--- src/rtl/tqlod_pkg.sv ---
// ----------------------------------------------------------------------------
// tqlod_pkg
// Shared widths, reset values, register indexes, types and the threshold step
// of the terrain quadtree LOD classifier.
// ----------------------------------------------------------------------------
package tqlod_pkg;

    localparam int unsigned COORD_W   = 24;
    localparam int unsigned LVL_W     = 4;
    localparam int unsigned DIST_W    = 25;
    localparam int unsigned RAD_W     = 2 * DIST_W;
    localparam int unsigned THR_W     = 32;
    localparam int unsigned LIM_W     = 26;
    localparam int unsigned MUL_W     = 12;
    localparam int unsigned MR_W      = 9;
    localparam int unsigned IDX_W     = 3;
    localparam int unsigned CFG_W     = 24;
    localparam int unsigned IN_TDATA_W  = 128;
    localparam int unsigned OUT_TDATA_W = 72;

    localparam int unsigned MAX_LEVEL_DEF = 15;

    localparam logic [23:0]      WORLD_SIZE_RST = 24'd262144;
    localparam logic [23:0]      BASE_DIST_RST  = 24'd25600;
    localparam logic [MUL_W-1:0] MULT_RST       = 12'd512;
    localparam logic [MR_W-1:0]  MORPH_RANGE_RST = 9'd77;
    localparam logic             MORPH_EN_RST   = 1'b1;

    localparam logic [MR_W-1:0]  ONE_FX  = 9'd256;
    localparam logic [MUL_W-1:0] MUL_ONE = 12'd256;

    typedef enum logic [IDX_W-1:0] {
        CFG_WORLD_SIZE  = 3'd0,
        CFG_BASE_DIST   = 3'd1,
        CFG_MULTIPLIER  = 3'd2,
        CFG_MORPH_RANGE = 3'd3,
        CFG_MORPH_EN    = 3'd4
    } t_cfg_idx;

    // Sideband that travels beside the square root
    typedef struct packed {
        logic [LVL_W-1:0] lvl;
        logic [THR_W-1:0] t;
        logic [THR_W-1:0] thr;
        logic [THR_W-1:0] nxt;
        logic [LIM_W-1:0] lim;
    } t_side;

    // Morph division state
    typedef struct packed {
        logic              vis;
        logic              split;
        logic [DIST_W-1:0] cdist;
        logic [THR_W-1:0]  thr;
        logic              act;
        logic              full;
        logic [THR_W-1:0]  den;
        logic [THR_W-1:0]  rem;
        logic [7:0]        q;
    } t_div;

    // One level of threshold growth, saturated to 32 bits
    function automatic logic [THR_W-1:0] thr_step(input logic [THR_W-1:0] t,
                                                 input logic [MUL_W-1:0] m);
        logic [THR_W+MUL_W-1:0] p;
        p = {{MUL_W{1'b0}}, t} * {{THR_W{1'b0}}, m};
        if (|p[THR_W+MUL_W-1:THR_W+8]) begin
            return '1;
        end
        return p[THR_W+7:8];
    endfunction

endpackage

--- src/rtl/tqlod_stage.sv ---
// ----------------------------------------------------------------------------
// tqlod_stage
// One pipeline stage: one bit of the distance square root and, where STEP is
// nonzero, one level of threshold growth.
// ----------------------------------------------------------------------------
module tqlod_stage import tqlod_pkg::*; #(
    parameter int unsigned BIT  = 0,
    parameter int unsigned STEP = 0
) (
    input  logic              i_clk,
    input  logic              i_rst_n,
    input  logic              i_adv,
    input  logic [MUL_W-1:0]  i_mult,
    input  logic              i_vld,
    input  logic [RAD_W-1:0]  i_rem,
    input  logic [DIST_W-1:0] i_root,
    input  t_side             i_side,
    output logic              o_vld,
    output logic [RAD_W-1:0]  o_rem,
    output logic [DIST_W-1:0] o_root,
    output t_side             o_side
);

    localparam int unsigned TRIAL_W = RAD_W + 2;

    logic [TRIAL_W-1:0] w_trial;
    logic [RAD_W-1:0]   n_rem;
    logic [DIST_W-1:0]  n_root;
    logic [THR_W-1:0]   w_tn;
    t_side              n_side;
    logic               r_vld;
    logic [RAD_W-1:0]   r_rem;
    logic [DIST_W-1:0]  r_root;
    t_side              r_side;

    always_comb begin
        w_trial = (TRIAL_W'(i_root) << (BIT + 1)) + (TRIAL_W'(1) << (2 * BIT));
        if ({2'b00, i_rem} >= w_trial) begin
            n_rem  = i_rem - w_trial[RAD_W-1:0];
            n_root = i_root | (DIST_W'(1) << BIT);
        end else begin
            n_rem  = i_rem;
            n_root = i_root;
        end
    end

    always_comb begin
        n_side = i_side;
        w_tn   = thr_step(i_side.t, i_mult);
        if (STEP != 0) begin
            n_side.t = w_tn;
            if (i_side.lvl == LVL_W'(STEP)) begin
                n_side.thr = w_tn;
            end
            if ({1'b0, i_side.lvl} == (LVL_W+1)'(STEP + 1)) begin
                n_side.nxt = w_tn;
            end
        end
    end

    always_ff @(posedge i_clk) begin
        if (!i_rst_n) begin
            r_vld <= 1'b0;
        end else if (i_adv) begin
            r_vld <= i_vld;
        end
    end

    always_ff @(posedge i_clk) begin
        if (i_adv) begin
            r_rem  <= n_rem;
            r_root <= n_root;
            r_side <= n_side;
        end
    end

    assign o_vld  = r_vld;
    assign o_rem  = r_rem;
    assign o_root = r_root;
    assign o_side = r_side;

endmodule

--- config.mk ---
export PLATFORM = sky130hd
export DESIGN_NAME = tqlod_stage
export DESIGN_NICKNAME = d
export VERILOG_FILES = /design/src/rtl/tqlod_pkg.sv /design/src/rtl/tqlod_stage.sv
export SDC_FILE = /design/constraint.sdc
export NUM_CORES = 1
export LEC_CHECK = 0
export BUFFER_PORTS_ARGS = -buffer_cell sky130_fd_sc_hd__buf_2
export CORE_MARGIN = 5
export CORE_UTILIZATION = 35
export CTS_CLUSTER_SIZE = 40
export DETAILED_ROUTE_END_ITERATION = 10
export PLACE_DENSITY = 0.7
export SYNTH_ARGS = -nofsm -noshare
export SYNTH_HDL_FRONTEND = slang
export SYNTH_SLANG_ARGS = --single-unit
--- constraint.sdc ---
create_clock -name i_clk -period 3.15 [get_ports i_clk]
set_clock_uncertainty 0.05 [all_clocks]
set_input_delay 0.4725 -clock i_clk [delete_from_list [all_inputs] [get_ports i_clk]]
set_output_delay 0.4725 -clock i_clk [all_outputs]
set_load 0.01 [all_outputs]
; ---- Yosys cells after proc, flatten, opt, wreduce, memory -nomap -nowiden
; Cells that the tools add are included.
[word_totals]
ff_bits = 202
latchBits = 0
ram_bits = 0
mem_bits_ro = 0
elab_cells = 13
n_memories = 0
[classes]
n_addsub = 2
multipliers = 0
n_div = 0
magnitude_cmp = 1
n_eq_ne = 0
shift = 0
mux = 1
bitwise_logic = 0
n_reduce_logical = 0
[ops]
columns = operator, n
row1 = greater-or-equal comparator 50 x 27 -> 1 bit, 1
row2 = two-way mux 50 bit, 1
row3 = subtractor 50 x 27 -> 50 bit, 1
row4 = "adder 26 x 1 -> 27 bit, second input constant", 1

; ---- Longest topological paths before layout
[logic_depth]
depth_word = 3
mapped_depth = 13
ltp_nobuf = 11

; ---- Least setup slack after synthesis
; Ideal clock, no wire load.
[synth_timing]
path_type = input to register
startpoint = in i_root[9]
endpoint = reg r_rem[34] (netlist: o_rem[34]) (data pin)
setup_ns = 0.258
arrival_ns = 2.871
required_ns = 2.842
setup_slack_ns = -0.029
path_stages = 10
path_cell_list = inv_1 ha_1 a21oi_2 o311ai_1 a22o_1 a311oi_2 a211oi_1 or4b_4 or3b_1 xnor2_1
[synth_via]
elab_chain_len = 3
[synth_lines]
columns = item, line_no
row1 = start: declaration, tqlod_stage.sv:16  ; input logic [DIST_W-1:0] i_root,
row2 = adder 26 x 1 -> 27 bit *, tqlod_stage.sv:37  ; w_trial = (TRIAL_W'(i_root) << (BIT + 1)) + (TRIAL_W'(1) << (2 * BIT));
row3 = subtractor 50 x 27 -> 50 bit or greater-or-equal comparator 50 x 27 -> 1 bit (tied branches), "tqlod_stage.sv:39, tqlod_stage.sv:38"
row4 = two-way mux 50 bit *, tqlod_stage.sv:38  ; if ({2'b00, i_rem} >= w_trial) begin
row5 = via n_rem[34], tqlod_stage.sv:27  ; logic [RAD_W-1:0] n_rem;
row6 = end signal: assignment, tqlod_stage.sv:71  ; r_rem <= n_rem;
row7 = end: declaration, tqlod_stage.sv:32  ; logic [RAD_W-1:0] r_rem;
; The timed path passes the listed nets; every way through them passes the cells marked *.
; A chain may end at the register's enable or synchronous reset.

; ---- Final worst setup path
[layout_timing]
startpoint = in i_rem[10]
endpoint = reg r_rem[34] (netlist: o_rem[34]) (data pin)
[layout_via]
elab_chain_len = 2
[layout_lines]
columns = item, line_no
row1 = start: declaration, tqlod_stage.sv:15  ; input logic [RAD_W-1:0] i_rem,
row2 = subtractor 50 x 27 -> 50 bit or greater-or-equal comparator 50 x 27 -> 1 bit (tied branches), "tqlod_stage.sv:39, tqlod_stage.sv:38"
row3 = two-way mux 50 bit *, tqlod_stage.sv:38
row4 = via n_rem[34], tqlod_stage.sv:27
; Marks and branches as above.

==> flow_summary_export.csv <==
group,metric,value,unit
status,outcome,"finished clean",
global_routing,gr-usage-met3,0.0567,
synth,synth_top_family_by_area,"simple AND/OR/NAND/NOR gates",
global_routing,global_route.peak_usage_layer,"met2",
hold_path,holdCritPathClass,"in2reg",
clock_network,root_buffer,"clkbuf_16",
final_layout,syn2layout_area_growth,45.6,%
worst_setup_path,slowest_stage,"or4b_4",
floorplan,rows,57,
pwr,max-vdd-ir-drop,0.355,mV
global_routing,grtUsageTotal,0.204,
global_routing,globalRouteOverflowTotal,0,
final_layout,instances_no_fill,1430,
route,dr.pass1.iters,5,
worst_setup_path,critPathMaxFanout,5,
timing,rsz0062_at_grt,"false",
timing,worst_slew_pin_slew,553,ps
timing,min_period,2840,ps
job,maxCapViolCount,0,
placement,finalWeightedCongestion,0.990,
synth,async_flop_share,0,
final_layout,multiInputGateArea,0.00230,mm2
route,routed_wl,29800,um
synth,synth_flop_cell,"edfxtp_1",
clock_network,clock_path_buffers,3,
pwr,cellPowerDensity,594,mW/mm2
floorplan,start_util,0.353,
global_routing,grt_max_degree,69,
floorplan,ios,419,
synth,synth_edf_count,201,
worst_setup_path,path_delay_family,"compound AO/OA/AOI/OAI gates",
route,drt-initial-drc-count,439,
global_routing,grt_pass1_vias,6799,
clock_network,h-tree-depth,1,
synth,ys_ff_latch,202,
timing,setup_viol_count_final,0,
worst_setup_path,required,3360,ps
global_routing,antenna_found_initial,5,
synth,synth_area_leaders,"edfxtp_1 71%, ha_1 3.8%, xnor2_1 2.6%, nand2_1 2.2%, xor2_1 2.2%",
final_layout,num-fill-cells,2199,
global_routing,use_met2,0.342,
synth,yosysMostFrequentCell,"edfxtp_1",
synth,synth_top_area_cell,"edfxtp_1",
route,ant_nets,0,
worst_setup_path,endpoint_kind,"register",
global_routing,grt_util_met1,0.257,
worst_setup_path,crit_chain,"buf_2, ha_1, a21oi_2, o311ai_1, a22o_1, a311oi_2, a211oi_2, or4b_4, or3b_1, xnor2_1",
floorplan,die-height,166,um
timing,relSlewSlack,0.632,
timing,hold_viol_final,0,
timing,max_clock_freq,352,MHz
synth,synth_xor_area_frac,0.0473,
synth,synth_fp_nets,832,
placement,hpwl,23800,um
worst_setup_path,cp-start-kind,"input pin",
worst_setup_path,r2r_setup_slack,2500,ps
synth,synthCells,588,
final_layout,layout-drive-gt1-share,0.485,
clock_network,clkLatencyLatePin,500,ps
synth,synthTopCellsByCount,"201 x edfxtp_1, 49 x nand2_1, 33 x o21ai_0, 32 x inv_1, 27 x nor2_1",
clock_network,cts_tree,"done",
timing,slew_violations,0,
floorplan,die_x,166,um
timing,hold-worst-slack,79.1,ps
clock_network,cts_sinks,202,
final_layout,nNetsFinal,1331,
route,vias_per_cell,4.79,
global_routing,grt_pass1_wl,43200,um
timing,tns,0,ps
synth,yosys_warnings,0,
timing,finalCritPeriodShare,0.902,
placement,dp_cells,1385,
synth,seq_area_frac_synth,0.711,
worst_setup_path,criticalPathCategory,"in2reg",
synth,synth-simple-area-share,0.0944,
route,drc,0,
final_layout,regArea,0.00606,mm2
worst_setup_path,worstPathArrival,3050,ps
synth,synth_cell_types,55,
floorplan,core_area,0.0241,mm2
worst_setup_path,cp_num_buf_inv,1,
clock_network,post_cts_buffers,0,
clock_network,ctsHoldBuffers,0,
pwr,power_leakage,5.41,nW
worst_setup_path,max_stage_delay,550,ps
clock_network,cts-buffers-inserted,24,
synth,synth_compound_area_frac,0.0826,
placement,port_buffers,406,
route,num_vias,6855,
synth,syn_area,0.00851,mm2
floorplan,dieArea,0.0275,mm2
synth,synth.avg_cell_area,14.5,um2
synth,synth_fa_ha_area_frac,0.0406,
synth,synthMuxAreaShare,0.00382,
synth,synth_top_area_frac,0.709,
route,wl_per_cell,20.8,um
clock_network,path_clk_slew,60,ps
## kinds of logic (layout without fill, tap and decap cells)
kind of cell             Yosys count  count (layout)
buffers and inverters             44             561
adder cells (fa/ha/maj)           27              27
AND/OR/NAND/NOR                  156             156
other                              0               1
XOR/XNOR                          46              46
flip-flops                       202             202
multiplexers                       3               3
AO/OA/AOI/OAI                    110             110
## stage by stage
stage                     utilization  power (mW)  worst slack (ps)  area (um2)
after floorplan                     -        3.82              22.1        8510
after global placement          0.479        4.49              -323       11500
after detailed placement        0.479        4.51              -357       11500
after CTS                       0.514        7.44               185       12400
after global routing            0.514        7.68               188       12400
final                           0.514        7.36               309       12400
## routing by layer
| metal | vias up | share of wire |
|---|---|---|
| met1 | 3261 | 0.41 |
| met3 | 72 | 0.072 |
| met5 | - | 0.00094 |
| li1 | 3238 | - |
| met4 | 6 | 0.037 |
| met2 | 278 | 0.48 |
## final cells by class
type | instances | area share
clock inverter | 9 | 0.0103
clock buffer | 35 | 0.0575
inverter | 32 | 0.00969
multi-input combinational | 342 | 0.186
antenna | 1 | 0.000202
timing repair buffer | 485 | 0.216
sequential | 202 | 0.489
tap | 324 | 0.0327
## report_power, final
group	internal [mW]	switching, mW
combinational	0.499	0.643
clock	1.81	1.10
sequential	3.24	0.0615
## sequential cells by signal, summed over array words and instances, names as in the netlist
register	flops
o_vld	1
o_rem	50
o_side	126
o_root	25
## worst paths after layout
kind | startpoint | end | cells past startpoint
max reg2reg | o_vld$_SDFFE_PN0P_ | o_vld$_SDFFE_PN0P_ | 2
max | i_rem[10] | o_rem[34]$_DFFE_PP_ | 10
min | i_side[45] | o_side[45]$_DFFE_PP_ | 1
min reg2reg | o_vld$_SDFFE_PN0P_ | o_vld$_SDFFE_PN0P_ | 2
## layout by cell type (no fill, tap or decap), types with 26 or more instances in the layout
cell type	synthesis	layout
buf_4	0	76
buf_2	4	405
ha_1	26	26
nand2_1	49	49
o21ai_0	33	33
inv_1	32	32
nor2_1	27	26
edfxtp_1	201	201
## timing repair
action	in CTS	in global routing
setup endpoints to repair	0	1
gates resized for setup	0	1
endpoints found under the hold margin	0	0
Power figures use the tool's default switching activity.
